`src/rtl/lpda_pkg.sv`:
```
`timescale 1ns / 1ps

package lpda_pkg;

    localparam int NUM_CLASSES = 32;
    localparam int MASK_W      = 32;
    localparam int CLASS_W     = 5;
    localparam int HOLD_W      = 16;
    localparam int ELAPSED_W   = 17;
    localparam int MODE_W      = 3;
    localparam int OP_W        = 2;
    localparam int ADDR_W      = 4;
    localparam int DATA_W      = 32;

    // Watched bits beyond the class count never take part.
    localparam logic [MASK_W-1:0] CLASS_LIMIT = (NUM_CLASSES >= MASK_W) ? {MASK_W{1'b1}} :
        MASK_W'((64'(1) << NUM_CLASSES) - 64'(1));

    localparam logic [ELAPSED_W-1:0] ELAPSED_MAX = ELAPSED_W'(1) << HOLD_W;

    localparam logic [OP_W-1:0] OP_DET  = 2'd0;
    localparam logic [OP_W-1:0] OP_EOF  = 2'd1;
    localparam logic [OP_W-1:0] OP_TICK = 2'd2;

    localparam logic [MODE_W-1:0] MODE_NOT    = 3'd0;
    localparam logic [MODE_W-1:0] MODE_AND    = 3'd1;
    localparam logic [MODE_W-1:0] MODE_OR     = 3'd2;
    localparam logic [MODE_W-1:0] MODE_XOR    = 3'd3;
    localparam logic [MODE_W-1:0] MODE_ALWAYS = 3'd4;

    localparam logic [1:0] REG_GATE_MODE    = 2'd0;
    localparam logic [1:0] REG_LABEL_MASK   = 2'd1;
    localparam logic [1:0] REG_HOLD_SECONDS = 2'd2;

    typedef struct packed {
        logic [MODE_W-1:0] gate_mode;
        logic [MASK_W-1:0] label_mask;
        logic [HOLD_W-1:0] hold_seconds;
    } t_cfg;

endpackage

```
`src/rtl/lpda_apb_regs.sv`:
```
`timescale 1ns / 1ps

module lpda_apb_regs (
    input  logic                        i_clk,
    input  logic                        i_rst_n,
    input  logic                        psel,
    input  logic                        penable,
    input  logic                        pwrite,
    input  logic [lpda_pkg::ADDR_W-1:0] paddr,
    input  logic [lpda_pkg::DATA_W-1:0] pwdata,
    output logic [lpda_pkg::DATA_W-1:0] prdata,
    output logic                        pready,
    output lpda_pkg::t_cfg              o_cfg
);
    import lpda_pkg::*;

    t_cfg       r_cfg;
    logic       wr_en;
    logic [1:0] reg_idx;

    assign pready  = 1'b1;
    assign reg_idx = paddr[3:2];
    assign wr_en   = psel && penable && pwrite;

    always_ff @(posedge i_clk) begin
        if (!i_rst_n) begin
            r_cfg.gate_mode    <= MODE_ALWAYS;
            r_cfg.label_mask   <= '0;
            r_cfg.hold_seconds <= '0;
        end else if (wr_en) begin
            unique case (reg_idx)
                REG_GATE_MODE:    r_cfg.gate_mode    <= pwdata[MODE_W-1:0];
                REG_LABEL_MASK:   r_cfg.label_mask   <= pwdata[MASK_W-1:0];
                REG_HOLD_SECONDS: r_cfg.hold_seconds <= pwdata[HOLD_W-1:0];
                default: ;
            endcase
        end
    end

    always_comb begin
        unique case (reg_idx)
            REG_GATE_MODE:    prdata = DATA_W'(r_cfg.gate_mode);
            REG_LABEL_MASK:   prdata = DATA_W'(r_cfg.label_mask);
            REG_HOLD_SECONDS: prdata = DATA_W'(r_cfg.hold_seconds);
            default:          prdata = '0;
        endcase
    end

    assign o_cfg = r_cfg;

endmodule

```
`src/rtl/lpda_core.sv`:
```
`timescale 1ns / 1ps

module lpda_core (
    input  logic                           i_clk,
    input  logic                           i_rst_n,
    input  lpda_pkg::t_cfg                 i_cfg,
    input  logic                           i_valid,
    output logic                           o_ready,
    input  logic [lpda_pkg::OP_W-1:0]      i_op,
    input  logic [lpda_pkg::CLASS_W-1:0]   i_class_id,
    output logic                           o_valid,
    input  logic                           i_ready,
    output logic                           o_report,
    output logic [lpda_pkg::ELAPSED_W-1:0] o_elapsed_now
);
    import lpda_pkg::*;

    // input stage
    logic                 r_in_valid;
    logic [OP_W-1:0]      r_op;
    logic [CLASS_W-1:0]   r_cls;

    // frame and dwell state
    logic [MASK_W-1:0]    r_seen, n_seen;
    logic                 r_foreign, n_foreign;
    logic [ELAPSED_W-1:0] r_elapsed, n_elapsed;

    // result register
    logic                 r_out_valid;
    logic                 r_report, n_report;
    logic [ELAPSED_W-1:0] r_elapsed_now;

    logic                 out_free;
    logic                 advance;
    logic                 produce;
    logic [MASK_W-1:0]    watched;
    logic [MASK_W-1:0]    hit;
    logic [MASK_W-1:0]    cls_bit;
    logic                 cls_ok;
    logic                 restart;

    assign out_free = !r_out_valid || i_ready;
    assign advance  = r_in_valid && out_free;
    assign o_ready  = !r_in_valid || advance;
    assign produce  = advance && (r_op == OP_EOF);

    assign watched  = i_cfg.label_mask & CLASS_LIMIT;
    assign hit      = r_seen & watched;
    assign cls_bit  = MASK_W'(1) << r_cls;
    assign cls_ok   = 32'(r_cls) < NUM_CLASSES;

    always_comb begin
        unique case (i_cfg.gate_mode)
            MODE_NOT: restart = hit != '0;
            MODE_AND: restart = hit != watched;
            MODE_OR:  restart = r_foreign;
            MODE_XOR: restart = (hit != '0) && ((hit & (hit - MASK_W'(1))) == '0);
            default:  restart = 1'b1;
        endcase
    end

    always_comb begin
        n_seen    = r_seen;
        n_foreign = r_foreign;
        n_elapsed = r_elapsed;
        // a restart zeroes the counter first, so only a held count can report
        n_report  = !restart && (r_elapsed > ELAPSED_W'(i_cfg.hold_seconds));
        unique case (r_op)
            OP_DET: begin
                if (cls_ok) begin
                    if ((i_cfg.label_mask & cls_bit) != '0) begin
                        n_seen = r_seen | cls_bit;
                    end else begin
                        n_foreign = 1'b1;
                    end
                end
            end
            OP_TICK: begin
                if (r_elapsed < ELAPSED_MAX) begin
                    n_elapsed = r_elapsed + ELAPSED_W'(1);
                end
            end
            OP_EOF: begin
                n_seen    = '0;
                n_foreign = 1'b0;
                if (restart || n_report) begin
                    n_elapsed = '0;
                end
            end
            default: ;
        endcase
    end

    always_ff @(posedge i_clk) begin
        if (!i_rst_n) begin
            r_in_valid  <= 1'b0;
            r_seen      <= '0;
            r_foreign   <= 1'b0;
            r_elapsed   <= '0;
            r_out_valid <= 1'b0;
        end else begin
            if (i_valid && o_ready) begin
                r_in_valid <= 1'b1;
            end else if (advance) begin
                r_in_valid <= 1'b0;
            end
            if (advance) begin
                r_seen    <= n_seen;
                r_foreign <= n_foreign;
                r_elapsed <= n_elapsed;
            end
            // hold the result until the downstream transfer
            if (produce) begin
                r_out_valid <= 1'b1;
            end else if (i_ready) begin
                r_out_valid <= 1'b0;
            end
        end
    end

    always_ff @(posedge i_clk) begin
        if (i_valid && o_ready) begin
            r_op  <= i_op;
            r_cls <= i_class_id;
        end
        if (produce) begin
            r_report      <= n_report;
            r_elapsed_now <= r_elapsed;
        end
    end

    assign o_valid       = r_out_valid;
    assign o_report      = r_report;
    assign o_elapsed_now = r_elapsed_now;

endmodule

```
`src/rtl/label_presence_dwell_alarm.sv`:
```
`timescale 1ns / 1ps

// Label presence dwell alarm. Takes one item (detection, end of frame or
// one-second tick) per clock unless a waiting result holds the input; each
// transfer is registered, then applied to the frame mask and elapsed counter
// once the output register is free. An end of frame loads its result into
// the output register as that update is applied, which raises o_valid. The
// rate is set by the state update between the input and result registers. A
// result that waits in the output register holds every item in the input
// register, whatever its kind, so the input stops after at most one more
// transfer until the result is taken. Configure only while idle.

module label_presence_dwell_alarm (
    input  logic                           i_clk,
    input  logic                           i_rst_n,
    input  logic                           psel,
    input  logic                           penable,
    input  logic                           pwrite,
    input  logic [lpda_pkg::ADDR_W-1:0]    paddr,
    input  logic [lpda_pkg::DATA_W-1:0]    pwdata,
    output logic [lpda_pkg::DATA_W-1:0]    prdata,
    output logic                           pready,
    input  logic                           i_valid,
    output logic                           o_ready,
    input  logic [lpda_pkg::OP_W-1:0]      i_op,
    input  logic [lpda_pkg::CLASS_W-1:0]   i_class_id,
    output logic                           o_valid,
    input  logic                           i_ready,
    output logic                           o_report,
    output logic [lpda_pkg::ELAPSED_W-1:0] o_elapsed_now
);
    import lpda_pkg::*;

    t_cfg cfg;

    lpda_apb_regs u_regs (
        .i_clk   (i_clk),
        .i_rst_n (i_rst_n),
        .psel    (psel),
        .penable (penable),
        .pwrite  (pwrite),
        .paddr   (paddr),
        .pwdata  (pwdata),
        .prdata  (prdata),
        .pready  (pready),
        .o_cfg   (cfg)
    );

    lpda_core u_core (
        .i_clk         (i_clk),
        .i_rst_n       (i_rst_n),
        .i_cfg         (cfg),
        .i_valid       (i_valid),
        .o_ready       (o_ready),
        .i_op          (i_op),
        .i_class_id    (i_class_id),
        .o_valid       (o_valid),
        .i_ready       (i_ready),
        .o_report      (o_report),
        .o_elapsed_now (o_elapsed_now)
    );

endmodule
```
`config.mk`:
```
export PLATFORM = sky130hd
export DESIGN_NAME = label_presence_dwell_alarm
export DESIGN_NICKNAME = d
export VERILOG_FILES = /design/src/rtl/lpda_pkg.sv /design/src/rtl/lpda_apb_regs.sv /design/src/rtl/lpda_core.sv /design/src/rtl/label_presence_dwell_alarm.sv
export SDC_FILE = /design/constraint.sdc
export NUM_CORES = 1
export LEC_CHECK = 0
export ABC_AREA = 1
export BUFFER_PORTS_ARGS = -buffer_cell sky130_fd_sc_hd__buf_2
export CORE_ASPECT_RATIO = 1.1
export CORE_MARGIN = 2
export CORE_UTILIZATION = 50
export DETAILED_ROUTE_END_ITERATION = 12
export GPL_TIMING_DRIVEN = 0
export PLACE_DENSITY = 0.7
export SLEW_MARGIN = 15
export SYNTH_ARGS = -nofsm -noshare
export SYNTH_HDL_FRONTEND = slang
export SYNTH_SLANG_ARGS = --single-unit
export TNS_END_PERCENT = 50
```
`constraint.sdc`:
```
create_clock -name i_clk -period 3.4 [get_ports i_clk]
set_input_delay 1.02 -clock i_clk [delete_from_list [all_inputs] [get_ports i_clk]]
set_output_delay 1.02 -clock i_clk [all_outputs]
set_load 0.005 [all_outputs]
```
==> results.sh <==
export IMPL_period_share_pct=97.7
export IMPL_tightestPinTransition_ns=0.637
export IMPL_overflow=0
export IMPL_worstSkewPairLatency_ns=0.42
export IMPL_diodes=0
export IMPL_layout_drive_gt1_share_pct=14.9
export IMPL_cts_sinks=128
export IMPL_ys_warn_count=0
export IMPL_synth_edf_count=25
export IMPL_cp_end_kind="output pin"
export IMPL_cts_clk_slew_worst_paths_ns=0.06
export IMPL_drt_pass1_iterations=6
export IMPL_synthArstFlopShare_pct=0
export IMPL_hold_viol=0
export IMPL_hold_ws_ns=0.471
export IMPL_hpwl_um=18200
export IMPL_antenna_found_initial=0
export IMPL_final_common_cell="nand2_1"
export IMPL_vias=7389
export IMPL_arrival_ns=2.30
export IMPL_synth_flop_cell="dfxtp_1"
export IMPL_ir_worst_vdd_mv=0.319
export IMPL_drv_slew=0
export IMPL_cellPowerDensity_nw_per_um2=423
export IMPL_total_power_mw=3.59
export IMPL_path_cells="buf_2 -> inv_1 -> nor2_2 -> inv_2 -> clkbuf_2 -> o22ai_1 -> buf_2"
export IMPL_avgRoutedWirePerCell_um=16.7
export IMPL_drc=0
export IMPL_cp_max_fo=10
export IMPL_area_delta_synth_final_pct=18.3
export IMPL_max_freq_mhz=301
export IMPL_port_buffer_count=98
export IMPL_synth_nets=1123
export IMPL_initial_core_util_pct=51.6
export IMPL_dieWidth_um=118
export IMPL_synth_cell_types=42
export IMPL_io_pins=103
export IMPL_ys_seq_elements=128
export IMPL_syn_cell_area_sq_um=7180
export IMPL_gp_congestion=0.957
export IMPL_die_area_sq_um=15300
export IMPL_syn_area_per_cell_sq_um=6.82
export IMPL_ant_nets=0
export IMPL_grt_total_usage_pct=30.1
export IMPL_finClkSkew_ns=0.00814
export IMPL_leakage_nw=3.98
export IMPL_most_common_layout_cells="nand2_1, inv_1, nor2_1"
export IMPL_finalSetupViolations=0
export IMPL_synth_seq_area_share_pct=39.2
export IMPL_cp_common_cell="buf_2"
export IMPL_cp_required_ns=2.38
export IMPL_htree_levels=4
export IMPL_min_period_ns=3.32
export IMPL_numCtsBuffers=17
export IMPL_vias_per_cell=5.39
export IMPL_clockBufferDepth=2
export IMPL_slowest_delay_ns=0.28
export IMPL_grt_pass1_wl_um=35700
export IMPL_hp_class="reg2reg"
export IMPL_grt_pass1_vias=6895
export IMPL_num_rows=45
export IMPL_core_area_sq_um=13900
export IMPL_routed_wl_um=23000
export IMPL_status="complete, no violations"
export IMPL_die_y_um=130
export IMPL_layout_nets=1241
export IMPL_maxCapViolCount=0
export IMPL_rsz0062_at_grt="no"
export IMPL_crit_type="in2out"
export IMPL_fin_tns_setup_ns=0
export IMPL_cpMaxStageDelayCell="clkbuf_2"
export IMPL_grt_max_degree=17
export IMPL_startpoint_type="input pin"
export IMPL_synth_cells=1053
export IMPL_maxSlewHeadroom_pct=57.5
export IMPL_min_path_cells=2
export IMPL_rr_worst_depth=13
export IMPL_drtIter0Drc=560
export IMPL_cts_tree="yes"
export IMPL_root_buffer="clkbuf_16"
==> area by class of cell <==
cell class	count	area [sq um]
fillers	1393	5420
multi-input cells	740	3630
flip-flops and latches	128	2810
inverters	148	556
repair buffers	99	505
clock buffers	18	429
well taps	188	235
plain buffers	37	186
clock inverters	14	135
==> Yosys cell counts (18+ instances only) <==
cell type,number,area (sq um)
nand2_1,237,890
inv_1,145,544
nor2_1,141,529
a21oi_1,106,531
dfxtp_1,103,2060
o21ai_0,60,300
nand3_1,53,265
edfxtp_1,25,751
ha_1,20,250
clkbuf_1,19,71.3
o22ai_1,19,119
nor3_1,18,90.1
==> cell families after synthesis <==
family	after synthesis	synth area share, %
AND/OR/NAND/NOR	496	29.4
AO/OA/AOI/OAI	211	16.1
buffers and inverters	185	10.3
flip-flops	128	39.2
adder cells (fa/ha/maj)	20	3.49
XOR/XNOR	12	1.46
other	1	0.0522
==> metrics by stage <==
| step | std cells | area (sq um) | worst slack (ns) | util [%] |
|---|---|---|---|---|
| 4_1_cts | 1372 | 8490 | 0.0520 | 61.0 |
| 2_1_floorplan | 1053 | 7180 | 0.579 | - |
| 3_5_place_dp | 1340 | 7920 | -0.0976 | 57.0 |
| 6_report | 1372 | 8490 | 0.0767 | 61.1 |
| 5_1_grt | 1372 | 8490 | 0.0324 | 61.1 |
| 3_3_place_gp | 1339 | 7910 | -0.121 | 56.8 |
==> path summary, 6_finish.rpt <==
check / start / endpoint / slack, ns
worst min-delay path: u_core.r_seen[31] / u_core.r_seen[31] / 0.47
worst min register to register: u_core.r_seen[31] / u_core.r_seen[31] / 0.47
worst max register to register: u_core.r_cls[1] / u_core.r_seen[19] / 0.69
worst max-delay path: paddr[2] / prdata[10] / 0.08
==> timing repair <==
action | CTS | global route
resized for setup | 1 | 3
setup endpoints to repair | 6 | 6
hold buffers | 0 | 0
buffers inserted | 0 | 0
==> worst max-delay path, delay by kind of cell <==
kind,cells,cell delay [ns]
AO/OA/AOI/OAI,1,0.27
AND/OR/NAND/NOR,1,0.24
buffers and inverters,5,0.78
==> where the power goes <==
group          switching [mW]  total, mW  internal (mW)
registers              0.0213       1.59           1.57
clock network           0.718       1.73           1.02
logic                   0.179      0.264         0.0855
==> sequential cells by signal (all words and copies together) (netlist names) <==
signal	flops
u_core.o_valid	1
u_regs.o_cfg	51
u_core.r_op	2
u_core.o_report	1
u_core.r_seen	32
u_core.r_cls	5
u_core.r_foreign	1
u_core.r_in_valid	1
u_core.o_elapsed_now	17
u_core.r_elapsed	17
==> per-layer routing <==
| layer | GRT usage, % | up-vias | part of all wire [%] | wire length, um |
|---|---|---|---|---|
| li1 | - | 3680 | - | - |
| met1 | 35.1 | 3399 | 41 | 9370 |
| met2 | 54.3 | 257 | 50 | 11500 |
| met3 | 5.15 | 53 | 5.2 | 1190 |
| met4 | 14.0 | 0 | 3.9 | 891 |
| met5 | 0 | - | 0 | 0 |
Power figures use the tool's default switching activity.
